### src/matrix_vector_multiply_core_defines.svh
// assertion macros shared by the matrix-vector multiply rtl
// needs a clock named clk and an active-low reset named arst_n in the using scope
`ifndef MATRIX_VECTOR_MULTIPLY_CORE_DEFINES_SVH
`define MATRIX_VECTOR_MULTIPLY_CORE_DEFINES_SVH

`ifndef ASSERT_OFF

// general property, checked outside reset
`define MVM_ASSERT(label, prop) \
	label: assert property (@(posedge clk) disable iff (!arst_n) prop) \
		else $error("mvm check failed");

// same-cycle implication, checked outside reset
`define MVM_ASSERT_IMP(label, ante, cons) \
	label: assert property (@(posedge clk) disable iff (!arst_n) (ante) |-> (cons)) \
		else $error("mvm implication failed");

`else

`define MVM_ASSERT(label, prop)
`define MVM_ASSERT_IMP(label, ante, cons)

`endif

`endif

### src/mvm_pkg.sv
// shared constants, types and state codes of the matrix-vector multiply core
// no dependencies
`default_nettype none

package mvm_pkg;

	// store geometry
	localparam int ROWS_MAX = 64;
	localparam int COLS_MAX = 256;
	localparam int ROW_W    = $clog2(ROWS_MAX);
	localparam int COL_W    = $clog2(COLS_MAX);
	localparam int WADDR_W  = ROW_W + COL_W;
	localparam int WDEPTH   = ROWS_MAX * COLS_MAX;

	// datapath widths
	localparam int VAL_W  = 16;
	localparam int PROD_W = 2 * VAL_W;
	localparam int ACC_W  = 40;
	localparam int SUM_W  = 32;

	// configuration registers
	localparam int OUT_COUNT_W = 7;
	localparam int IN_COUNT_W  = 9;
	localparam int CFG_DATA_W  = 9;
	localparam int CFG_IDX_W   = 1;

	localparam logic [CFG_IDX_W-1:0] CFG_OUT_COUNT = 1'b0;
	localparam logic [CFG_IDX_W-1:0] CFG_IN_COUNT  = 1'b1;

	localparam logic [OUT_COUNT_W-1:0] OUT_COUNT_RST = OUT_COUNT_W'(64);
	localparam logic [IN_COUNT_W-1:0]  IN_COUNT_RST  = IN_COUNT_W'(256);

	// item opcodes
	localparam logic OP_WEIGHT = 1'b0;
	localparam logic OP_VECTOR = 1'b1;

	// saturation limits of the result
	localparam logic [SUM_W-1:0] SUM_MAX = {1'b0, {(SUM_W-1){1'b1}}};
	localparam logic [SUM_W-1:0] SUM_MIN = {1'b1, {(SUM_W-1){1'b0}}};

	// sequencer states
	typedef enum logic [1:0] {
		ST_IDLE,
		ST_ISSUE,
		ST_DRAIN
	} mvm_state_t;

	// one multiply-accumulate beat from the sequencer
	typedef struct packed {
		logic valid;
		logic first;
		logic final_col;
	} mvm_beat_t;

	// tag of the row being summed
	typedef struct packed {
		logic [ROW_W-1:0] row;
		logic             last_row;
	} mvm_tag_t;

endpackage

`default_nettype wire

### src/mvm_mac.sv
// shared multiply-accumulate unit with saturation and the result register
// uses mvm_pkg and the assertion macros
`default_nettype none
`include "matrix_vector_multiply_core_defines.svh"

module mvm_mac import mvm_pkg::*; (
	input  wire logic             clk,
	input  wire logic             arst_n,
	input  wire mvm_beat_t        beat,
	input  wire mvm_tag_t         tag,
	input  wire logic [VAL_W-1:0] w_data,
	input  wire logic [VAL_W-1:0] x_data,
	output logic                  xfer,
	output logic                  out_valid,
	input  wire logic             out_stall,
	output logic      [ROW_W-1:0] out_row,
	output logic      [SUM_W-1:0] sum,
	output logic                  end_of_vector
);

	logic                    valid_s1, first_s1, final_s1;
	logic                    valid_s2, first_s2, final_s2;
	logic signed [PROD_W-1:0] prod_s2;
	logic        [ACC_W-1:0]  acc_q;
	logic                    done_q;
	logic        [SUM_W-1:0]  sat_sum;
	logic        [ACC_W-1:0]  prod_ext;

	// beat flags follow the memory read latency
	always_ff @(posedge clk or negedge arst_n) begin
		if (!arst_n) begin
			valid_s1 <= 1'b0;
			valid_s2 <= 1'b0;
		end else begin
			valid_s1 <= beat.valid;
			valid_s2 <= valid_s1;
		end
	end

	always_ff @(posedge clk) begin
		first_s1 <= beat.first;
		final_s1 <= beat.final_col;
		first_s2 <= first_s1;
		final_s2 <= final_s1;
	end

	// single 16x16 signed multiplier
	always_ff @(posedge clk) begin
		if (valid_s1) begin
			prod_s2 <= $signed(w_data) * $signed(x_data);
		end
	end

	assign prod_ext = {{(ACC_W-PROD_W){prod_s2[PROD_W-1]}}, prod_s2};

	// 40-bit wrapping accumulator, restarted on the first column
	always_ff @(posedge clk) begin
		if (valid_s2) begin
			acc_q <= first_s2 ? prod_ext : acc_q + prod_ext;
		end
	end

	// row complete flag, cleared when the sum moves to the result register
	always_ff @(posedge clk or negedge arst_n) begin
		if (!arst_n) begin
			done_q <= 1'b0;
		end else if (valid_s2 && final_s2) begin
			done_q <= 1'b1;
		end else if (xfer) begin
			done_q <= 1'b0;
		end
	end

	// saturate to the signed 32-bit range
	always_comb begin
		if (&acc_q[ACC_W-1:SUM_W-1] || ~|acc_q[ACC_W-1:SUM_W-1]) begin
			sat_sum = acc_q[SUM_W-1:0];
		end else if (acc_q[ACC_W-1]) begin
			sat_sum = SUM_MIN;
		end else begin
			sat_sum = SUM_MAX;
		end
	end

	assign xfer = done_q && (!out_valid || !out_stall);

	// result register
	always_ff @(posedge clk or negedge arst_n) begin
		if (!arst_n) begin
			out_valid <= 1'b0;
		end else if (xfer) begin
			out_valid <= 1'b1;
		end else if (!out_stall) begin
			out_valid <= 1'b0;
		end
	end

	always_ff @(posedge clk) begin
		if (xfer) begin
			sum           <= sat_sum;
			out_row       <= tag.row;
			end_of_vector <= tag.last_row;
		end
	end

	// no beat may reach the accumulator while a finished row waits
	`MVM_ASSERT_IMP(a_no_beat_on_done, valid_s2, !done_q)
	// the final column always leaves a finished row behind
	`MVM_ASSERT(a_final_sets_done, (valid_s2 && final_s2) |=> done_q)
	// a result appears only from a finished row
	`MVM_ASSERT(a_out_from_done, $rose(out_valid) |-> $past(done_q))

endmodule

`default_nettype wire

### config.mk
export PLATFORM = sky130hd
export DESIGN_NAME = mvm_mac
export DESIGN_NICKNAME = d
export VERILOG_FILES = /design/src/mvm_pkg.sv /design/src/mvm_mac.sv
export VERILOG_INCLUDE_DIRS = /design/src /design/src/src
export SDC_FILE = /design/constraint.sdc
export NUM_CORES = 1
export LEC_CHECK = 0
export BUFFER_PORTS_ARGS = -buffer_cell sky130_fd_sc_hd__clkbuf_2
export CORE_ASPECT_RATIO = 1.5
export CORE_UTILIZATION = 56
export DETAILED_ROUTE_END_ITERATION = 16
export PLACE_DENSITY = 0.74
export SLEW_MARGIN = 20
export SYNTH_ARGS = -nofsm -noshare
export SYNTH_HDL_FRONTEND = slang
export SYNTH_SLANG_ARGS = --single-unit
### constraint.sdc
create_clock -name clk -period 5.9 [get_ports clk]
set_input_delay 0.59 -clock clk [delete_from_list [all_inputs] [get_ports clk]]
set_output_delay 0.59 -clock clk [all_outputs]
set_load 0.005 [all_outputs]
==> Yosys cells after proc, flatten, opt, wreduce, memory -nomap -nowiden <==
Cells that the tools add are included.
{ "totals": {"elab_cells": 33, "output_inout_bits": 41, "input_bits": 45, "ff_bits": 119} }
{ "classes": {"reduce_logical": 10, "mux": 7, "n_eq_ne": 1, "addsub": 1, "n_mul": 1} }
{ "ops": {"columns": ["cell", "count"], "rows": [
  ["$mux W32", 2],
  ["$add A40 B40 Y40", 1],
  ["$mux W40", 1],
  ["$mul A16 B16 Y32", 1],
  ["$reduce_and A9 Y1", 1],
  ["$reduce_or A9 Y1", 1],
  ["$mux W1", 4],
  ["$logic_not A1 Y1", 3],
  ["$logic_and A1 B1 Y1", 2],
  ["$logic_or A1 B1 Y1", 2],
  ["$ne A2 B2 Y1 const B", 1],
  ["$reduce_bool A2 Y1", 1]
]} }

==> Logic depth before layout (Yosys ltp) <==
Gate-level depths: netlist (run 1).
{ "depth": {"word_depth": 5, "mapped_depth": 23, "mapped_depth_nobuf": 22} }

==> Least setup slack after synthesis (run 1) <==
Ideal clock, no wire load.
{ "synth_timing": {"path_type": "input-to-reg", "startpoint": "input port w_data[15]", "endpoint": "register prod_s2[31] (data pin)", "t_arrival_ps": 6021, "slack_ps": -381, "n_path_buf": 1, "required_time_ps": 5640, "cell_stages": 18, "setup_ps": 260, "path_cell_list": "clkbuf_1 nand2_1 inv_1 fa_1 fa_1 fa_1 fa_1 fa_1 fa_1 ha_1 a21o_1 a21o_1 a21o_1 or3_1 a211oi_1 o31ai_1 a21oi_1 xnor2_1"} }
{ "synth_between": {"elab_chain_len": 1} }
{ "synth_rtl": {"columns": ["element", "line_no", "text"], "rows": [
  ["start, declared", "mvm_mac.sv:11", "input wire logic [VAL_W-1:0] w_data,"],
  ["$mul A16 B16 Y32", "mvm_mac.sv:50", "prod_s2 <= $signed(w_data) * $signed(x_data);"],
  ["end signal, assigned", "mvm_mac.sv:50", null],
  ["end, declared", "mvm_mac.sv:23", "logic signed [PROD_W-1:0] prod_s2;"]
]} }
No other way between the ends.
A chain may end at the register's enable or synchronous reset.

==> Worst setup path in the final report (run 1) <==
Ends and elaborated chain as after synthesis.

==> summary.txt, run 1 <==
Outcome
  – Status: complete, but fails checks
  – Failing checks: negative setup slack

Placed design
  – IO buf count: 85
  – DP HPWL: 29000 um
  – RD Place Congestion: 0.919
  – Worst slack, placed: -0.543 ns

Clock network
  – Sink Count: about 120
  – Cell chosen for the clock root: clkbuf_16
  – Total CTS buffers: 17
  – Worst-Skew Late Latency: 0.42 ns
  – Clock slew at reported path FFs: 0.05 ns
  – CTS Buffer Depth: 2
  – H-tree lvl count: 4
  – TritonCTS clock tree: built

Die
  – FP Rows: 75
  – Ports: between 80 and 90
  – Die width: roughly 140 um
  – Chip height: between 200 and 250 um
  – Starting Density: 0.572
  – DIE AREA: between 20000 and 30000 um2
  – Core region area: about 28000 um2

Yosys
  – Synthesized cell area: 16100 um2
  – Distinct cells, synth: 63
  – Async set-reset flop share out of synthesis: 0.0336
  – Main synth FF type: edfxtp_1
  – Syn avg cell area: 9.87 um2
  – Largest family of logic cells by synthesized area: adder cells
  – Synth Area in Simple Gates: 0.132
  – Mapped Cells: about 1600
  – Number of flops mapped to enable cells by yosys: ~110
  – Top cell type by total area after synthesis: fa_1
  – Post-synthesis sequential area ratio: 0.219
  – Post-synthesis adder-cell area fraction: 0.422
  – Syn_nets: 2057
  – Mux cell area share after synthesis: 0.00203
  – Synth warnings: 0
  – Xor-xnor portion of the synthesized cell area: 0.0387
  – Post-synthesis compound-gate area fraction: 0.105
  – Synth top area share: 0.328
  – Synth top area cells: fa_1 33%, edfxtp_1 21%, ha_1 9.4%
  – #FFs+latches synth: 119

Timing
  – WHS: about 0.26 ns
  – Max Slew Vio Count: 0
  – Unrepaired setup endpoints after global routing: true
  – FMAX: ~170 MHz
  – PnR worst setup slack: -0.00861 ns
  – Clock Skew: approximately 0.011 ns
  – Tcrit/Tclk final: 1.00
  – Final hold violations: 0
  – Slew HR: 0.541
  – Worst Max-Slew Pin Slew: 0.688 ns
  – Min Tclk post-route: between 5 and 6 ns
  – Setup violators final: 1

Worst setup path
  – Crit Path Class: in2reg
  – Crit Path Max Fanout: 6
  – Startpoint Class: input pin
  – Crit path required time: slightly above 6 ns
  – Crit path DAT: ~6 ns
  – Crit. End Element: register

Global routing
  – Vias in the first global route: approximately 13000
  – Global route total overflow: 0
  – Initial antenna violation count: 0
  – Largest net degree at the start of global routing: between 70 and 80
  – First-pass GRT wire length: 58100 um
  – GRT Total Usage: 0.249

Route
  – WL per Instance: about 16 um
  – Final ANT Viol Nets: 0
  – Highest metal used: met4
  – Routed wl met2: roughly 18000 um
  – WL met1: ~14000 um
  – Routed Wire Length: 34300 um
  – Met3 WL: between 1000 and 1500 um
  – DR pass1 iterations: 5
  – Iteration-0 DRC Markers: 486
  – DR vias: between 10000 and 15000
  – Drt drc: 0
  – Via/cell ratio: 5.37

Cells and area
  – Fill count: between 2000 and 2500
  – Commonest non-fill, non-tap cells in the layout: 288 x inv_1, 252 x fa_1, 196 x nand2_1
  – Finished Core Util: 0.676
  – Commonest non-fill, non-tap cell in the layout: inv_1
  – Diode count: 0
  – Fraction of layout cells with a size suffix above 1: 0.188
  – NumNets Final: roughly 2300
  – Area delta synth->final: 18.1%

Hold path
  – Worst hold path type: in2reg

Job
  – Max cap viols: 0
-- what timing repair did --
| action | CTS | global route |
|---|---|---|
| setup buffers | 1 | 9 |
| gates resized for setup | 12 | 111 |
| pin swaps | 6 | 43 |
| endpoints found under the setup margin | 5 | 9 |
| endpoints found under the hold margin | 4 | 0 |
| hold buffers | 1 | 0 |
-- kinds of logic (layout without fill, tap and decap cells) --
logic type                 after synthesis  in the layout
AOI/OAI and AO/OA                      269            269
buffers and inverters                  348            571
DFF                                    119            119
muxes                                    3              3
and+or+nand+nor                        434            434
adders and majority gates              384            384
xor gates and xnor gates                71             71
-- cell usage after synthesis, drive strengths merged, types with 4 or more instances --
| library cell | count |
|---|---|
| nor3 | 6 |
| o21ai | 100 |
| o211ai | 8 |
| a211o | 7 |
| dfrtp | 4 |
| xnor2 | 49 |
| nor2 | 40 |
| inv | 296 |
| a31oi | 7 |
| nand2 | 203 |
| and2 | 128 |
| nand3 | 12 |
| a2111oi | 4 |
| xor2 | 22 |
| and3 | 10 |
| a211oi | 7 |
| dfxtp | 4 |
| a21o | 38 |
| o21a | 8 |
| fa | 263 |
| nand4 | 6 |
| nor2b | 4 |
| nand2b | 8 |
| or3 | 5 |
| clkbuf | 51 |
| o21bai | 5 |
| a21oi | 61 |
| o31ai | 5 |
| edfxtp | 111 |
| ha | 121 |
-- flip-flops by register name (all words and copies together) (netlist names) --
register and count:
acc_q 40, done_q 1, end_of_vector 1, final_s1 1
final_s2 1, first_s1 1, first_s2 1, out_row 6
out_valid 1, prod_s2 32, sum 32, valid_s1 1
valid_s2 1
-- final cells by class --
| cell class | count | area [um2] | area share |
|---|---|---|---|
| clock buffers | 18 | 429 | 0.0226 |
| clock inverters | 14 | 158 | 0.00831 |
| inverters | 296 | 1110 | 0.0586 |
| multi-input cells | 1161 | 11500 | 0.607 |
| flip-flops and latches | 119 | 3510 | 0.185 |
| well taps | 346 | 433 | 0.0228 |
| repair buffers | 243 | 1820 | 0.0958 |
-- per-stage QoR --
step | setup TNS [ns] | instances | area [um2]
after floorplan | -0.00531 | 1628 | 16200
after global placement | -2.89 | 2154 | 18000
after detailed placement | -4.59 | 2154 | 18000
after CTS | 0 | 2188 | 18600
after global routing | -0.177 | 2197 | 19000
final | -0.00861 | 2197 | 19000
-- path summary, 6_finish.rpt --
path / cells after the start / startpoint / slack [ns] / end
setup / recovery: 19 / w_data[15] / -0.009 / prod_s2[31]
hold / removal: 1 / beat[0] / 0.26 / final_s1
setup reg to reg: 12 / acc_q[0] / 2.59 / acc_q[36]
hold reg to reg: 0 / final_s1 / 0.33 / final_s2
max in group asynchronous: 2 / arst_n / 5.27 / done_q
min in group asynchronous: 2 / arst_n / 0.51 / valid_s1
-- routing by layer --
layer | up-vias | GRT usage
met5 | - | 0
met4 | 0 | 0.0890
met3 | 55 | 0.0272
met2 | 257 | 0.465
met1 | 5849 | 0.292
li1 | 5639 | -
-- worst max-delay path: stages --
cell and delay [ns]:
buf_12 0.11, buf_6 0.12, nand2_4 0.07, inv_2 0.05, fa_2 0.51, fa_2 0.70
fa_1 0.48, fa_1 0.58, fa_1 0.44, fa_1 0.56, ha_4 0.21, a21o_1 0.19
a21o_1 0.19, a21o_1 0.20, or3_1 0.33, a211oi_2 0.32, o31ai_1 0.13, a21oi_1 0.19
xnor2_1 0.09
Power of run 1 is left out: the tool's default activity adds up to more than one toggle a clock period on the data nets, which glitch-free logic cannot reach.
==> inputs of run 2 (changes only) <==
CTS_BUF_LIST = sky130_fd_sc_hd__clkbuf_2   (was not set)
==> run 2 against run 1 <==
Effect of this change:
- the run now ends clean
- first-iteration DRC count increased by 1.0%
- utilization decreased by 2.2 points
- critical endpoint unchanged
- highest routed layer unchanged
- flip-flop and latch count unchanged
- clock skew increased by 0.016 ns
- via count decreased by 0.42%
- non-clock buffer count unchanged
- worst hold slack got worse by 0.096 ns
==> summary.txt, run 2 (same netlist as run 1, synthesis figures left out) <==
Outcome
  – Status: finished, final reports clean

Timing
  – Slew HR: 0.548
  – WHS: around 0.17 ns
  – Max Slew Vio Count: 0
  – Worst Max-Slew Pin Slew: approximately 0.68 ns
  – Tcrit/Tclk final: 0.969
  – Setup violators final: 0
  – Setup_tns: 0 ns
  – Unrepaired setup endpoints after global routing: false
  – FMAX: between 150 and 200 MHz
  – Final hold violations: 0
  – Clock Skew: ~0.027 ns
  – Min Tclk post-route: between 5 and 6 ns

Die
  – Die width: 140 um
  – Ports: 86
  – Chip height: roughly 210 um
  – Starting Density: 0.572
  – DIE AREA: between 20000 and 30000 um2
  – FP Rows: 75
  – Core region area: between 20000 and 30000 um2

Cells and area
  – Top Registers: acc_q x40, prod_s2 x32, sum x32
  – Fraction of layout cells with a size suffix above 1: 0.168
  – Commonest non-fill, non-tap cell in the layout: inv_1
  – Top reg by flops: acc_q
  – Largest register FFs: 40
  – Commonest non-fill, non-tap cells in the layout: 293 x inv_1, 258 x fa_1, 199 x nand2_1
  – NumNets Final: roughly 2300
  – Non-Filler Instances: about 2200
  – Area delta synth->final: 14.3%

Route
  – Via/cell ratio: between 5 and 6
  – DR pass1 iterations: 5
  – Met3 WL: a little over 1000 um
  – Final ANT Viol Nets: 0
  – Highest metal used: met4
  – DR vias: 11800
  – Drt drc: 0
  – Routed wl met2: between 15000 and 20000 um
  – Routed Wire Length: 33700 um
  – WL met1: around 14000 um
  – Iteration-0 DRC Markers: 491
  – WL per Instance: between 15 and 20 um

Clock network
  – TritonCTS clock tree: built
  – H-tree lvl count: 4
  – Cell chosen for the clock root: clkbuf_2
  – Clock slew at reported path FFs: 0.18 ns
  – Sink Count: approximately 120
  – Worst-Skew Late Latency: 0.69 ns
  – CTS Buffer Depth: 2
  – Total CTS buffers: 17
  – Post-CTS setup buffer count: 0

Worst setup path
  – Startpoint Class: input pin
  – Crit Path Class: in2reg
  – Crit path max-delay cell type: fa_2
  – CP dominant cell by count: fa_1
  – Crit Path Max Fanout: 13
  – Crit path required time: 6.36 ns
  – Worst path cell trace: clkbuf_2 -> and2_1 -> fa_2 -> fa_2 -> fa_1 -> fa_1 -> fa_1 -> fa_1 -> ha_4 -> a21o_1 -> a21o_1 -> a21o_1 -> or3_1 -> a211oi_2 -> o31ai_1 -> a21oi_1 -> xnor2_1
  – Max stage delay on crit path: 0.66 ns
  – Crit path DAT: between 6 and 7 ns
  – Crit. End Element: register

Global routing
  – Global route total overflow: 0
  – Initial antenna violation count: 1
  – GRT Total Usage: 0.247
  – Vias in the first global route: between 10000 and 15000
  – Largest net degree at the start of global routing: ~70
  – First-pass GRT wire length: 57900 um

Placed design
  – RD Place Congestion: between 0.9 and 1
  – IO buf count: 85
  – Placed cells: 2154
  – DP HPWL: between 20000 and 30000 um

Hold path
  – Worst hold path type: in2reg

Job
  – Max cap viols: 0
==> run 2: cell types whose count changed in the layout (fill, tap and decap cells not counted), sizes merged <==
| cell | delta |
|---|---|
| buf | -29 |
| clkbuf | +19 |
| diode | +1 |
| dlygate4sd3 | +10 |
==> run 2: layer usage <==
metal  track usage  vias up
met4        0.0853        0
met2         0.463      279
met3        0.0221       60
met5             0        -
li1              -     5639
met1         0.293     5773
==> run 2: worst max-delay path, delay by kind of cell <==
kind | cells | cell delay [ns]
compound gates | 6 | 1.13
xor+xnor | 1 | 0.10
fa+ha+maj | 7 | 3.52
buf+inv | 1 | 0.22
simple gates | 2 | 0.61
==> run 2: final timing paths <==
path | startpoint | to | slack [ns] | depth (start not counted)
worst max-delay path | x_data[3] | prod_s2[31] | 0.18 | 17
worst min-delay path | out_stall | out_valid | 0.17 | 2
worst max register to register | acc_q[0] | acc_q[36] | 2.61 | 12
worst min register to register | final_s1 | final_s2 | 0.35 | 0
max in group asynchronous | arst_n | out_valid | 5.58 | 2
min in group asynchronous | arst_n | valid_s1 | 0.20 | 2
==> run 2: final cells by class <==
cell class	count	area, um2
antenna	1	2.50
clock buffer	18	90.1
clock inverter	14	158
fill	2247	9690
inverter	296	1110
multi-input combinational	1161	11400
sequential	119	3510
tap	346	433
timing repair buffer	243	1680
==> run 2: repair_timing <==
item	in CTS	in global routing
hold buffers	11	0
gates resized for setup	0	3
hold endpoints to repair	14	0
setup endpoints to repair	0	3
==> run 2: metrics by stage <==
| stage | setup slack (ns) | utilization | cell area [um2] |
|---|---|---|---|
| after floorplan | -0.00531 | - | 16200 |
| after global placement | -0.464 | 0.641 | 18000 |
| after detailed placement | -0.543 | 0.641 | 18000 |
| after CTS | 0.253 | 0.654 | 18400 |
| after global routing | 0.0276 | 0.654 | 18400 |
| final | 0.181 | 0.654 | 18400 |
Power of run 2 is left out for the same reason.
