==> src/matrix_vector_multiply_core_defines.svh <==
// assertion macros shared by the matrix-vector multiply rtl
// needs a clock named clk and an active-low reset named arst_n in the using scope
`ifndef MATRIX_VECTOR_MULTIPLY_CORE_DEFINES_SVH
`define MATRIX_VECTOR_MULTIPLY_CORE_DEFINES_SVH

`ifndef ASSERT_OFF

// general property, checked outside reset
`define MVM_ASSERT(label, prop) \
	label: assert property (@(posedge clk) disable iff (!arst_n) prop) \
		else $error("mvm check failed");

// same-cycle implication, checked outside reset
`define MVM_ASSERT_IMP(label, ante, cons) \
	label: assert property (@(posedge clk) disable iff (!arst_n) (ante) |-> (cons)) \
		else $error("mvm implication failed");

`else

`define MVM_ASSERT(label, prop)
`define MVM_ASSERT_IMP(label, ante, cons)

`endif

`endif

==> src/mvm_pkg.sv <==
// shared constants, types and state codes of the matrix-vector multiply core
// no dependencies
`default_nettype none

package mvm_pkg;

	// store geometry
	localparam int ROWS_MAX = 64;
	localparam int COLS_MAX = 256;
	localparam int ROW_W    = $clog2(ROWS_MAX);
	localparam int COL_W    = $clog2(COLS_MAX);
	localparam int WADDR_W  = ROW_W + COL_W;
	localparam int WDEPTH   = ROWS_MAX * COLS_MAX;

	// datapath widths
	localparam int VAL_W  = 16;
	localparam int PROD_W = 2 * VAL_W;
	localparam int ACC_W  = 40;
	localparam int SUM_W  = 32;

	// configuration registers
	localparam int OUT_COUNT_W = 7;
	localparam int IN_COUNT_W  = 9;
	localparam int CFG_DATA_W  = 9;
	localparam int CFG_IDX_W   = 1;

	localparam logic [CFG_IDX_W-1:0] CFG_OUT_COUNT = 1'b0;
	localparam logic [CFG_IDX_W-1:0] CFG_IN_COUNT  = 1'b1;

	localparam logic [OUT_COUNT_W-1:0] OUT_COUNT_RST = OUT_COUNT_W'(64);
	localparam logic [IN_COUNT_W-1:0]  IN_COUNT_RST  = IN_COUNT_W'(256);

	// item opcodes
	localparam logic OP_WEIGHT = 1'b0;
	localparam logic OP_VECTOR = 1'b1;

	// saturation limits of the result
	localparam logic [SUM_W-1:0] SUM_MAX = {1'b0, {(SUM_W-1){1'b1}}};
	localparam logic [SUM_W-1:0] SUM_MIN = {1'b1, {(SUM_W-1){1'b0}}};

	// sequencer states
	typedef enum logic [1:0] {
		ST_IDLE,
		ST_ISSUE,
		ST_DRAIN
	} mvm_state_t;

	// one multiply-accumulate beat from the sequencer
	typedef struct packed {
		logic valid;
		logic first;
		logic final_col;
	} mvm_beat_t;

	// tag of the row being summed
	typedef struct packed {
		logic [ROW_W-1:0] row;
		logic             last_row;
	} mvm_tag_t;

endpackage

`default_nettype wire

==> src/mvm_ctrl.sv <==
// sequencer: walks rows and columns through the shared multiply-accumulate unit
// uses mvm_pkg and the assertion macros
`default_nettype none
`include "matrix_vector_multiply_core_defines.svh"

module mvm_ctrl import mvm_pkg::*; (
	input  wire logic                   clk,
	input  wire logic                   arst_n,
	input  wire logic                   start,
	input  wire logic [OUT_COUNT_W-1:0] out_count,
	input  wire logic [IN_COUNT_W-1:0]  in_count,
	input  wire logic                   xfer,
	output logic                        busy,
	output mvm_beat_t                   beat,
	output mvm_tag_t                    tag,
	output logic      [ROW_W-1:0]       rd_row,
	output logic      [COL_W-1:0]       rd_col
);

	localparam logic [OUT_COUNT_W-1:0] ROWS_LIM = OUT_COUNT_W'(ROWS_MAX);
	localparam logic [IN_COUNT_W-1:0]  COLS_LIM = IN_COUNT_W'(COLS_MAX);

	mvm_state_t       state_q, state_d;
	logic [ROW_W-1:0] row_q, rows_last_q, rows_last_d;
	logic [COL_W-1:0] col_q, cols_last_q, cols_last_d;
	logic [OUT_COUNT_W-1:0] rows_m1;
	logic [IN_COUNT_W-1:0]  cols_m1;

	// clamp the counts: zero acts as one, large values stop at the store size
	always_comb begin
		rows_m1 = out_count - OUT_COUNT_W'(1);
		cols_m1 = in_count - IN_COUNT_W'(1);
		if (out_count == '0) begin
			rows_last_d = '0;
		end else if (out_count > ROWS_LIM) begin
			rows_last_d = ROW_W'(ROWS_MAX - 1);
		end else begin
			rows_last_d = rows_m1[ROW_W-1:0];
		end
		if (in_count == '0) begin
			cols_last_d = '0;
		end else if (in_count > COLS_LIM) begin
			cols_last_d = COL_W'(COLS_MAX - 1);
		end else begin
			cols_last_d = cols_m1[COL_W-1:0];
		end
	end

	// next state
	always_comb begin
		state_d = state_q;
		unique case (state_q)
			ST_IDLE: begin
				if (start) state_d = ST_ISSUE;
			end
			ST_ISSUE: begin
				if (col_q == cols_last_q) state_d = ST_DRAIN;
			end
			ST_DRAIN: begin
				if (xfer) state_d = (row_q == rows_last_q) ? ST_IDLE : ST_ISSUE;
			end
			default: state_d = ST_IDLE;
		endcase
	end

	// outputs
	always_comb begin
		busy           = (state_q != ST_IDLE);
		beat.valid     = (state_q == ST_ISSUE);
		beat.first     = (col_q == '0);
		beat.final_col = (col_q == cols_last_q);
		tag.row        = row_q;
		tag.last_row   = (row_q == rows_last_q);
		rd_row         = row_q;
		rd_col         = col_q;
	end

	always_ff @(posedge clk or negedge arst_n) begin
		if (!arst_n) begin
			state_q <= ST_IDLE;
		end else begin
			state_q <= state_d;
		end
	end

	// row and column counters
	always_ff @(posedge clk or negedge arst_n) begin
		if (!arst_n) begin
			row_q       <= '0;
			col_q       <= '0;
			rows_last_q <= '0;
			cols_last_q <= '0;
		end else begin
			unique case (state_q)
				ST_IDLE: begin
					if (start) begin
						row_q       <= '0;
						col_q       <= '0;
						rows_last_q <= rows_last_d;
						cols_last_q <= cols_last_d;
					end
				end
				ST_ISSUE: begin
					col_q <= (col_q == cols_last_q) ? '0 : col_q + COL_W'(1);
				end
				ST_DRAIN: begin
					if (xfer && row_q != rows_last_q) row_q <= row_q + ROW_W'(1);
				end
				default: ;
			endcase
		end
	end

	// column counter never runs past the row length
	`MVM_ASSERT_IMP(a_col_range, state_q == ST_ISSUE, col_q <= cols_last_q)
	// draining waits for the finished row to move out
	`MVM_ASSERT(a_drain_hold, (state_q == ST_DRAIN && !xfer) |=> state_q == ST_DRAIN)

endmodule

`default_nettype wire

==> config.mk <==
export PLATFORM = sky130hd
export DESIGN_NAME = mvm_ctrl
export DESIGN_NICKNAME = d
export VERILOG_FILES = /design/src/mvm_pkg.sv /design/src/mvm_ctrl.sv
export VERILOG_INCLUDE_DIRS = /design/src /design/src/src
export SDC_FILE = /design/constraint.sdc
export NUM_CORES = 1
export LEC_CHECK = 0
export BUFFER_PORTS_ARGS = -buffer_cell sky130_fd_sc_hd__buf_2
export CORE_MARGIN = 1.5
export CORE_UTILIZATION = 53
export DETAILED_ROUTE_END_ITERATION = 6
export GPL_TIMING_DRIVEN = 1
export HOLD_SLACK_MARGIN = 0.12
export MAX_ROUTING_LAYER = met4
export PLACE_DENSITY_LB_ADDON = 0.3
export RECOVER_POWER = 100
export SLEW_MARGIN = 30
export SYNTH_ARGS = -nofsm -noshare
export SYNTH_HDL_FRONTEND = slang
export SYNTH_SLANG_ARGS = --single-unit
==> constraint.sdc <==
create_clock -name clk -period 2.17 [get_ports clk]
set_clock_uncertainty 0.2 [all_clocks]
set_input_delay 0.3255 -clock clk [delete_from_list [all_inputs] [get_ports clk]]
set_output_delay 0.3255 -clock clk [all_outputs]
set_load 0.005 [all_outputs]
---- Word level (Yosys, flattened, before mapping) ----
Index checks and enable logic that the tools add are counted.
storage, ports and cells
  register bits after elaboration ......... 30
  bits of input ports ..................... 20
  output and inout port bits .............. 25
cells by class
  $add $sub $neg .......................... 4
  order comparisons ....................... 2
  equal/unequal tests ..................... 9
  muxes and demuxes ....................... 15
  reduce and logical (&&, ||, !) cells .... 12
operators with widths
  operator                                                                number
  8-bit 2-to-1 mux                                                        4
  6-bit 2-to-1 mux                                                        4
  8-bit one-hot mux with 2 select lines                                   1
  6-bit one-hot mux with 2 select lines                                   1
  9-bit greater-than comparator (second input constant)                   1
  9-bit logical NOT                                                       1
  8-bit by 1-bit adder with 8-bit output (second input constant)          1
  8-bit equality test                                                     1
  8-bit logical NOT                                                       1
  2-bit != test (second input constant)                                   4
  8-bit by 1-bit subtractor with 8-bit output (second input constant)     1
  7-bit greater-than comparator (second input constant)                   1
  7-bit logical NOT                                                       1
  6-bit by 1-bit adder with 6-bit output (second input constant)          1
  6-bit equality test                                                     1
  2-bit 2-to-1 mux                                                        3
  6-bit != test                                                           1
  2-bit one-hot mux with 3 select lines                                   1
  3-bit AND reduction                                                     2
  2-bit nonzero test                                                      3
  6-bit by 1-bit subtractor with 6-bit output (second input constant)     1
  2-bit AND reduction                                                     2
  2-bit by 1-bit equality test with 1-bit output (second input constant)  1
  2-bit equality test (second input constant)                             1
  other kinds (3)                                                         3

---- Longest topological paths before layout ----
Gate-level depths: netlist (run 1).
  depth in word-level cells ............... 4
  gate-level depth with buffers ........... 7
  gate-level depth less buffers ........... 7

---- Worst setup path after synthesis (run 1) ----
No wires, ideal clock.
  path type ............................... flip-flop to output port
  from .................................... register col_q[0] (netlist: rd_col[0])
  to ...................................... output beat[1] (netlist name)
  data arrival time ....................... 1.419 ns
  data required time ...................... 1.645 ns
  setup slack ............................. 0.226 ns
  cell stages (with the launch flop) ...... 5
  path through ............................ dfrtp_1 inv_1 ha_1 or4b_2 nor4_1
RTL lines
  what                    line             source
  start, declared         mvm_ctrl.sv:25   logic [COL_W-1:0] col_q, cols_last_q, cols_last_d;
  start signal, assigned  mvm_ctrl.sv:104  col_q <= (col_q == cols_last_q) ? '0 : col_q + COL_W'(1);
  end, declared           mvm_ctrl.sv:14   output mvm_beat_t beat,

==> impl_metrics.env, run 1 <==
export IMPL_grt_max_degree=31
export IMPL_worst_setup_path_start_kind="flop"
export IMPL_setup_tns_ps=0
export IMPL_fin_ws_ps=23.7
export IMPL_path_class="reg -> out"
export IMPL_dpl_hpwl_um=3040
export IMPL_hold_start="in_count[0]"
export IMPL_hp_class="in -> reg"
export IMPL_max_freq_mhz=466
export IMPL_cp_top_family="simple AND/OR/NAND/NOR gates"
export IMPL_wl_um=3970
export IMPL_drtPass1Iterations=4
export IMPL_start_util_pct=56.4
export IMPL_gp_congestion=0.803
export IMPL_row_count=21
export IMPL_via_per_inst=5.38
export IMPL_relSlewSlack_pct=52.0
export IMPL_track_usage_pct=22.8
export IMPL_synthDistinctLibCells=43
export IMPL_path_buf_inv=2
export IMPL_die_area_um2=3980
export IMPL_crit_slowest_cell="or4b_4"
export IMPL_critPathRequiredTime_ps=1640
export IMPL_p_per_area_nw_per_um2=1000
export IMPL_mostFrequentLayoutCells="buf_2 (36), dfrtp_1 (29), nand2_1 (23)"
export IMPL_cp_data_arrival_time_ps=1620
export IMPL_nets=298
export IMPL_wl_per_cell_um=12.5
export IMPL_worst_slew_pin_slew_ps=719
export IMPL_num_vias=1710
export IMPL_syn_avg_cell_area_um2=8.85
export IMPL_fp_dieH_um=63.1
export IMPL_drc=0
export IMPL_p_leak_nw=1.09
export IMPL_cts_tree="yes"
export IMPL_startpoint="rd_col[0]"
export IMPL_path_cells="inv_1 -> ha_1 -> or4b_4 -> nor4_2 -> buf_2"
export IMPL_initialDrtViolationCount=76
export IMPL_maxCapViolCount=0
export IMPL_hold_worst_slack_ps=129
export IMPL_io_buffers=44
export IMPL_setup_violations=0
export IMPL_layout_commonest_cell="buf_2"
export IMPL_final_util_pct=67.4
export IMPL_finalCriticalPeriod_ps=2150
export IMPL_synth_seq_area_share_pct=39.3
export IMPL_grt_ovfl_total=0
export IMPL_ioPinCount=45
export IMPL_rsz0062_at_grt="yes"
export IMPL_synth_area_um2=1910
export IMPL_postSynthCellCount=216
export IMPL_coreArea_um2=3390
export IMPL_syn2layout_area_growth_pct=19.6
export IMPL_root_buffer="clkbuf_4"
export IMPL_drv_slew=0
export IMPL_cp_max_fo=2
export IMPL_grt_pass1_wl_um=6980
export IMPL_finalHoldViolations=0
export IMPL_cts_sinks=30
export IMPL_cts_clk_slew_worst_paths_ps=100
export IMPL_clockBufferDepth=2
export IMPL_max_stage_delay_ps=450
export IMPL_die_x_um=63.1
export IMPL_clk_latency_ps=330
export IMPL_ys_warnings_count=0
export IMPL_synth_seq_cells=30
export IMPL_synth_fp_nets=243
export IMPL_fin_crit_sh_pct=98.9
export IMPL_drive_above_1_share_pct=21.7
export IMPL_fillers=305
export IMPL_detailedPlace_worstSlack_ps=166
export IMPL_crit_path_end_kind="primary output"
export IMPL_grt_pass1_vias=1613
export IMPL_vdd_drop_max_v=0.000421
export IMPL_status="complete, no violations"
export IMPL_cts_buffers=5
export IMPL_diodes=0
export IMPL_r2r_start="rd_col[1]"
export IMPL_antenna_found_initial=0
export IMPL_antenna_left=0
export IMPL_htreeDepth=2
export IMPL_power_w=0.00229
## where the power goes
part	internal (W)	switching [W]
clock network	0.000157	0.000190
registers	0.000760	0.000179
logic	0.000490	0.000511
total	0.00141	0.000880
## logic make-up after synthesis
kind of cell               count (synthesis)  share of synthesized area [%]
DFF                                       30                           39.3
and+or+nand+nor                           81                           21.3
muxes                                      1                          0.524
xor gates and xnor gates                  22                           10.1
AOI/OAI and AO/OA                         47                           16.9
buffers and inverters                     27                           6.81
adders and majority gates                  8                           5.10
## registers in the layout, summed over array words and instances, names as in the netlist
name         cells
cols_last_q      8
rows_last_q      6
rd_row           6
state_q          2
rd_col           8
## worst paths after layout
| kind | to | slack (ps) | cells past startpoint |
|---|---|---|---|
| min in group asynchronous | rd_col[6] | 370 | 2 |
| worst max register to register | rd_col[7] | 110 | 7 |
| worst min-delay path | cols_last_q[0] | 130 | 3 |
| worst min register to register | rows_last_q[5] | 310 | 2 |
| max in group asynchronous | rd_col[4] | 910 | 2 |
| worst max-delay path | beat[1] | 20 | 5 |
## Yosys cell counts
| master | count | area share, % |
|---|---|---|
| and4_1 | 1 | 0.46 |
| a41oi_1 | 1 | 0.46 |
| o221ai_1 | 1 | 0.46 |
| xnor2_1 | 9 | 4.1 |
| a21oi_1 | 8 | 2.1 |
| nor3b_1 | 2 | 0.79 |
| o41ai_1 | 1 | 0.46 |
| a22oi_1 | 1 | 0.39 |
| nor4b_1 | 1 | 0.46 |
| a32o_1 | 1 | 0.52 |
| a22o_1 | 10 | 4.6 |
| nor3_1 | 4 | 1.0 |
| o211ai_1 | 1 | 0.39 |
| ha_1 | 7 | 4.6 |
| buf_4 | 7 | 2.7 |
| dfrtp_1 | 30 | 39 |
| clkbuf_2 | 1 | 0.26 |
| inv_1 | 15 | 2.9 |
| o2bb2ai_1 | 1 | 0.46 |
| clkbuf_1 | 3 | 0.59 |
| nand4_1 | 1 | 0.33 |
| or4b_2 | 1 | 0.52 |
| a2bb2oi_1 | 2 | 0.92 |
| xor2_1 | 13 | 6.0 |
| nor2b_1 | 1 | 0.33 |
| nand2b_1 | 2 | 0.65 |
| or3_4 | 1 | 0.59 |
| and3_1 | 3 | 0.98 |
| nand2_1 | 23 | 4.5 |
| o21ai_0 | 14 | 3.7 |
| and2_1 | 1 | 0.33 |
| o311ai_0 | 2 | 0.92 |
| nor2_1 | 13 | 2.6 |
| nand3_1 | 20 | 5.2 |
| buf_2 | 1 | 0.26 |
| nor4_1 | 2 | 0.65 |
| a41o_1 | 1 | 0.52 |
| maj3_1 | 1 | 0.52 |
| o22ai_1 | 2 | 0.65 |
| mux2i_1 | 1 | 0.52 |
| o21a_1 | 1 | 0.39 |
| or3_1 | 4 | 1.3 |
| or3b_4 | 1 | 0.59 |
## worst min-delay path: stages
cell and delay, ps:
buf_2 130, nand2_1 50, a22o_1 110
## final cells by class
class	count	area [um^2]	share of cell area [%]
Inverter	15	56.3	2.46
Multi-Input combinational cell	159	1040	45.6
Clock inverter	1	5.00	0.219
Timing Repair Buffer	60	317	13.8
Tap cell	46	57.6	2.52
Sequential cell	30	752	32.9
Clock buffer	7	55.1	2.41
## per-layer routing
metal  track usage (%)  wire length [um]  vias to the layer above  part of all wire (%)
met1              29.3              1840                      789                    46
li1                  -                 -                      875                     -
met3              3.75               178                        4                   4.5
met4              8.33                41                        0                   1.0
met5                 -                 0                        -                     0
met2              36.3              1900                       42                    48
## per-stage QoR
step           cells  cell area [um^2]
2_1_floorplan    216              1910
3_3_place_gp     304              2190
3_5_place_dp     304              2190
4_1_cts          315              2290
5_1_grt          318              2290
6_report         318              2290
## timing repair
item                       in CTS  in global routing
gates resized for setup         3                  3
pin swaps                       3                  2
setup buffers                   1                  3
setup endpoints to repair       1                  8
hold endpoints to repair       31                  0
hold buffers                    2                  0
Note: power is estimated with default switching activity, not from simulation.
==> run 2: changes to the inputs <==
CORE_UTILIZATION = 56   (was 53)
CTS_BUF_LIST = sky130_fd_sc_hd__clkbuf_8   (was not set)
==> run 2 against run 1 <==
Effect of this change: non-clock buffer count is 4 lower; highest routed layer unchanged; count of clock-buffer cells in the layout is 1 higher; via count is 1.6% lower; sequential share of layout area is 0.64 points lower; maximum frequency is 0.51% higher; critical path depth stayed put; sequential power is 0.4% lower; sequential cell count stayed put; worst setup slack better by 11 ps; die area is 5.1% lower; core utilization is 2.9 points higher; register-to-register slack better by 120 ps.
==> impl_metrics.env, run 2 (synthesis gave the netlist of run 1 again) <==
export IMPL_clkPwrFrac_pct=21.5
export IMPL_maxCapViolCount=0
export IMPL_finalHoldViolations=0
export IMPL_p_sw_w=0.000880
export IMPL_coreArea_um2=3310
export IMPL_pwr_share_comb_pct=40.3
export IMPL_start_util_pct=57.7
export IMPL_p_per_area_nw_per_um2=1050
export IMPL_root_buffer="clkbuf_8"
export IMPL_diodes=0
export IMPL_max_freq_mhz=468
export IMPL_wl_per_cell_um=12.6
export IMPL_clockBufferDepth=2
export IMPL_hold_worst_slack_ps=155
export IMPL_crit_slowest_cell="or4b_4"
export IMPL_cts_post_setup_buffers_inserted=0
export IMPL_p_sw_share_pct=36.0
export IMPL_gp_congestion=0.847
export IMPL_wl_um=3970
export IMPL_clk_latency_ps=280
export IMPL_cts_buffers=5
export IMPL_post_dp_cell_area_um2=2200
export IMPL_cts_tree="yes"
export IMPL_num_vias=1683
export IMPL_initialDrtViolationCount=122
export IMPL_drc=0
export IMPL_detailedPlace_worstSlack_ps=168
export IMPL_grt_pass1_wl_um=6560
export IMPL_setup_violations=0
export IMPL_ioPinCount=45
export IMPL_drive_above_1_share_pct=24.3
export IMPL_status="complete, no violations"
export IMPL_relSlewSlack_pct=53.2
export IMPL_path_cells="inv_1 -> ha_2 -> or4b_4 -> nor4_2 -> buf_2"
export IMPL_worst_slew_pin_slew_ps=701
export IMPL_via_per_inst=5.36
export IMPL_finalCriticalPeriod_ps=2140
export IMPL_dpl_hpwl_um=2930
export IMPL_track_usage_pct=25.0
export IMPL_critPathRequiredTime_ps=1640
export IMPL_cts_clk_slew_worst_paths_ps=60
export IMPL_multi_input_area_um2=1040
export IMPL_ff_latch_area_um2=751
export IMPL_layout_commonest_cell="buf_2"
export IMPL_grt_ovfl_total=0
export IMPL_die_x_um=61.4
export IMPL_fin_ws_ps=34.6
export IMPL_seqPwrFrac_pct=38.3
export IMPL_p_leak_nw=1.13
export IMPL_drtPass1Iterations=4
export IMPL_max_stage_delay_ps=450
export IMPL_drv_slew=0
export IMPL_vdd_drop_max_v=0.000415
export IMPL_hp_class="in -> reg"
export IMPL_intPower_w=0.00156
export IMPL_worst_setup_path_start_kind="flop"
export IMPL_io_buffers=44
export IMPL_fp_dieH_um=61.4
export IMPL_syn2layout_area_growth_pct=21.7
export IMPL_row_count=21
export IMPL_cp_data_arrival_time_ps=1610
export IMPL_crit_path_end_kind="primary output"
export IMPL_cp_max_fo=2
export IMPL_fin_area_um2=2330
export IMPL_grt_max_degree=31
export IMPL_grt_pass1_vias=1519
export IMPL_nets=294
export IMPL_antenna_found_initial=0
export IMPL_htreeDepth=2
export IMPL_die_area_um2=3770
export IMPL_cts_sinks=30
export IMPL_fin_crit_sh_pct=98.4
export IMPL_rsz0062_at_grt="yes"
export IMPL_antenna_left=0
export IMPL_fillers=289
export IMPL_path_class="reg -> out"
export IMPL_mostFrequentLayoutCells="buf_2 (40), dfrtp_1 (30), nand2_1 (23)"
export IMPL_setup_tns_ps=0
export IMPL_power_w=0.00244
==> run 2: per-stage QoR <==
stage	util [%]	cells
floorplan	-	216
global placement	66.4	305
detailed placement	66.4	305
CTS	70.3	314
global route	70.3	314
finish	70.3	314
==> run 2: worst paths after layout <==
path,startpoint,slack (ps),to,depth (start not counted)
max in group asynchronous,arst_n,890,cols_last_q[4],2
min in group asynchronous,arst_n,420,rd_col[7],2
max reg2reg,rd_col[4],230,rd_col[5],5
min,xfer,150,state_q[1],3
min reg2reg,rows_last_q[5],300,rows_last_q[5],2
max,rd_col[1],30,beat[1],5
==> run 2: metal layers <==
metal | vias to the layer above | track usage (%) | share of wire (%)
li1 | 862 | - | -
met1 | 765 | 32.9 | 47
met2 | 49 | 36.6 | 46
met3 | 7 | 7.98 | 5.0
met4 | 0 | 8.81 | 1.9
met5 | - | - | 0
==> run 2: worst max-delay path, delay by kind of cell, from the launching register on <==
| kind | cells | cell delay (ps) |
|---|---|---|
| adder cells (fa/ha/maj) | 1 | 150 |
| flip-flops | 1 | 380 |
| buffers and inverters | 2 | 210 |
| AND/OR/NAND/NOR | 2 | 590 |
==> run 2: area by class of cell <==
cell class / instances / area share (%)
multi-input cells: 159 / 44.8
flip-flops and latches: 30 / 32.3
repair buffers: 56 / 13.3
clock buffers: 8 / 4.73
well taps: 46 / 2.47
inverters: 15 / 2.42
==> run 2: timing repair <==
item                       CTS  global route
gates resized for setup      2             1
setup endpoints to repair    1             1
pin swaps                    1             2
hold endpoints to repair    30             0
hold buffers                 1             0
gates cloned                 0             0
==> run 2: power by group through the flow <==
| stage | sequential, W | clock [W] | combinational, W |
|---|---|---|---|
| floorplan | 0.000934 | 0 | 0.000646 |
| global placement | 0.000935 | 0 | 0.000937 |
| detailed placement | 0.000940 | 0 | 0.000959 |
| CTS | 0.000934 | 0.000527 | 0.000986 |
| global route | 0.000965 | 0.000566 | 0.00113 |
| finish | 0.000935 | 0.000524 | 0.000984 |
==> run 3: changes to the inputs <==
CELL_PAD_IN_SITES_DETAIL_PLACEMENT = 1   (was not set)
CELL_PAD_IN_SITES_GLOBAL_PLACEMENT = 1   (was not set)
CORE_UTILIZATION = 41   (was 56)
PLACE_DENSITY = 0.88   (was not set)
PLACE_DENSITY_LB_ADDON = not set   (was 0.3)
==> run 3 against run 2 <==
Effect of this change: critical endpoint unchanged; via count up 3.5%; maximum frequency up 2.0%; worst setup slack better by 41 ps; register-to-register slack worse by 90 ps; final cell count up 2.5%.
==> impl_metrics.env, run 3 (synthesis gave the netlist of run 1 again) <==
export IMPL_num_vias=1742
export IMPL_grt_ovfl_total=0
export IMPL_hold_start="xfer"
export IMPL_crit_slowest_cell="or4b_4"
export IMPL_root_buffer="clkbuf_8"
export IMPL_grt_pass1_wl_um=8060
export IMPL_dpl_hpwl_um=3620
export IMPL_cp_max_fo=2
export IMPL_max_stage_delay_ps=450
export IMPL_critPathRequiredTime_ps=1640
export IMPL_path_cells="inv_1 -> ha_1 -> or4b_4 -> nor4_2 -> buf_2"
export IMPL_clockBufferDepth=2
export IMPL_drc=0
export IMPL_p_leak_nw=1.09
export IMPL_antenna_left=0
export IMPL_maxCapViolCount=0
export IMPL_die_x_um=71.3
export IMPL_gp_congestion=0.759
export IMPL_finalHoldViolations=0
export IMPL_cts_tree="yes"
export IMPL_ioPinCount=45
export IMPL_coreArea_um2=4410
export IMPL_io_buffers=44
export IMPL_fin_area_um2=2280
export IMPL_hp_class="in -> reg"
export IMPL_mostFrequentLayoutCells="buf_2 (33), dfrtp_1 (30), nand2_1 (23)"
export IMPL_r2r_start="rd_col[1]"
export IMPL_reg2reg_slack_ps=140
export IMPL_detailedPlace_worstSlack_ps=151
export IMPL_fp_dieH_um=71.3
export IMPL_clk_latency_ps=280
export IMPL_regToRegEndpoint="rd_col[2]"
export IMPL_antenna_found_initial=0
export IMPL_fin_crit_sh_pct=96.5
export IMPL_via_per_inst=5.41
export IMPL_setup_violations=0
export IMPL_drtPass1Iterations=4
export IMPL_layout_commonest_cell="buf_2"
export IMPL_cts_sinks=30
export IMPL_die_area_um2=5080
export IMPL_drv_slew=0
export IMPL_min_delay_worst_endpoint="state_q[1]"
export IMPL_htreeDepth=2
export IMPL_power_w=0.00237
export IMPL_row_count=24
export IMPL_r2r_cells=6
export IMPL_p_per_area_nw_per_um2=1040
export IMPL_finalCriticalPeriod_ps=2090
export IMPL_hold_worst_slack_ps=160
export IMPL_hold_depth=3
export IMPL_start_util_pct=43.3
export IMPL_initialDrtViolationCount=93
export IMPL_drive_above_1_share_pct=18.5
export IMPL_rsz0062_at_grt="yes"
export IMPL_cp_data_arrival_time_ps=1570
export IMPL_diodes=0
export IMPL_wl_um=4890
export IMPL_crit_path_end_kind="primary output"
export IMPL_fin_ws_ps=76.0
export IMPL_path_buf_inv=2
export IMPL_worst_setup_path_start_kind="flop"
export IMPL_setup_tns_ps=0
export IMPL_worst_slew_pin_slew_ps=744
export IMPL_wl_per_cell_um=15.2
export IMPL_path_class="reg -> out"
export IMPL_syn2layout_area_growth_pct=19.4
export IMPL_status="complete, no violations"
export IMPL_cts_clk_slew_worst_paths_ps=60
export IMPL_vdd_drop_max_v=0.000302
export IMPL_track_usage_pct=20.8
export IMPL_cp_top_family="simple AND/OR/NAND/NOR gates"
export IMPL_relSlewSlack_pct=50.4
export IMPL_grt_max_degree=31
export IMPL_critical_path_depth=5
export IMPL_nets=297
export IMPL_grt_pass1_vias=1735
export IMPL_max_freq_mhz=478
export IMPL_cts_buffers=5
export IMPL_post_dp_cell_area_um2=2210
[run 3: metrics by stage]
step / utilization (%) / instances
3_3_place_gp: 50.1 / 312
5_1_grt: 51.7 / 322
4_1_cts: 52.3 / 320
3_5_place_dp: 50.1 / 312
2_1_floorplan: - / 216
6_report: 51.7 / 322
[run 3: worst min-delay path: stages]
cell    delay, ps
buf_2         120
inv_1          60
a22o_1        110
[run 3: final cells by class]
cell class	count	area (um^2)
clock inverter	2	7.51
clock buffer	5	68.8
fill	563	2130
tap	52	65.1
timing repair buffer	59	298
sequential	30	751
multi-input combinational	159	1040
inverter	15	56.3
[run 3: repair_timing]
item,4_1_cts,5_1_grt
pin swaps,1,2
hold endpoints to repair,30,0
setup buffers,0,2
hold buffers,1,0
resized for setup,2,2
setup endpoints to repair,1,4
[run 3: routing by layer]
layer | wire (um) | vias to the layer above | global-route usage, %
li1 | - | 872 | -
met1 | 2260 | 828 | 26.3
met2 | 2360 | 37 | 32.7
met3 | 198 | 5 | 5.06
met4 | 62 | 0 | 6.92
met5 | 0 | - | -
[run 3: power breakdown]
group          switching (W)  total (W)  internal, W
logic               0.000546    0.00101     0.000468
registers           0.000180   0.000940     0.000760
clock network       0.000201   0.000412     0.000211
total               0.000927    0.00237      0.00144
[run 3: worst max-delay path by stage]
stage                       startpoint        endpoint  slack [ps]
after floorplan              rd_col[0]         beat[1]         230
after global placement    out_count[3]  rows_last_q[2]         190
after detailed placement  out_count[3]  rows_last_q[2]         150
after CTS                    rd_col[0]         beat[1]         -20
after global routing         rd_col[0]         beat[1]         -40
final                        rd_col[0]         beat[1]          80
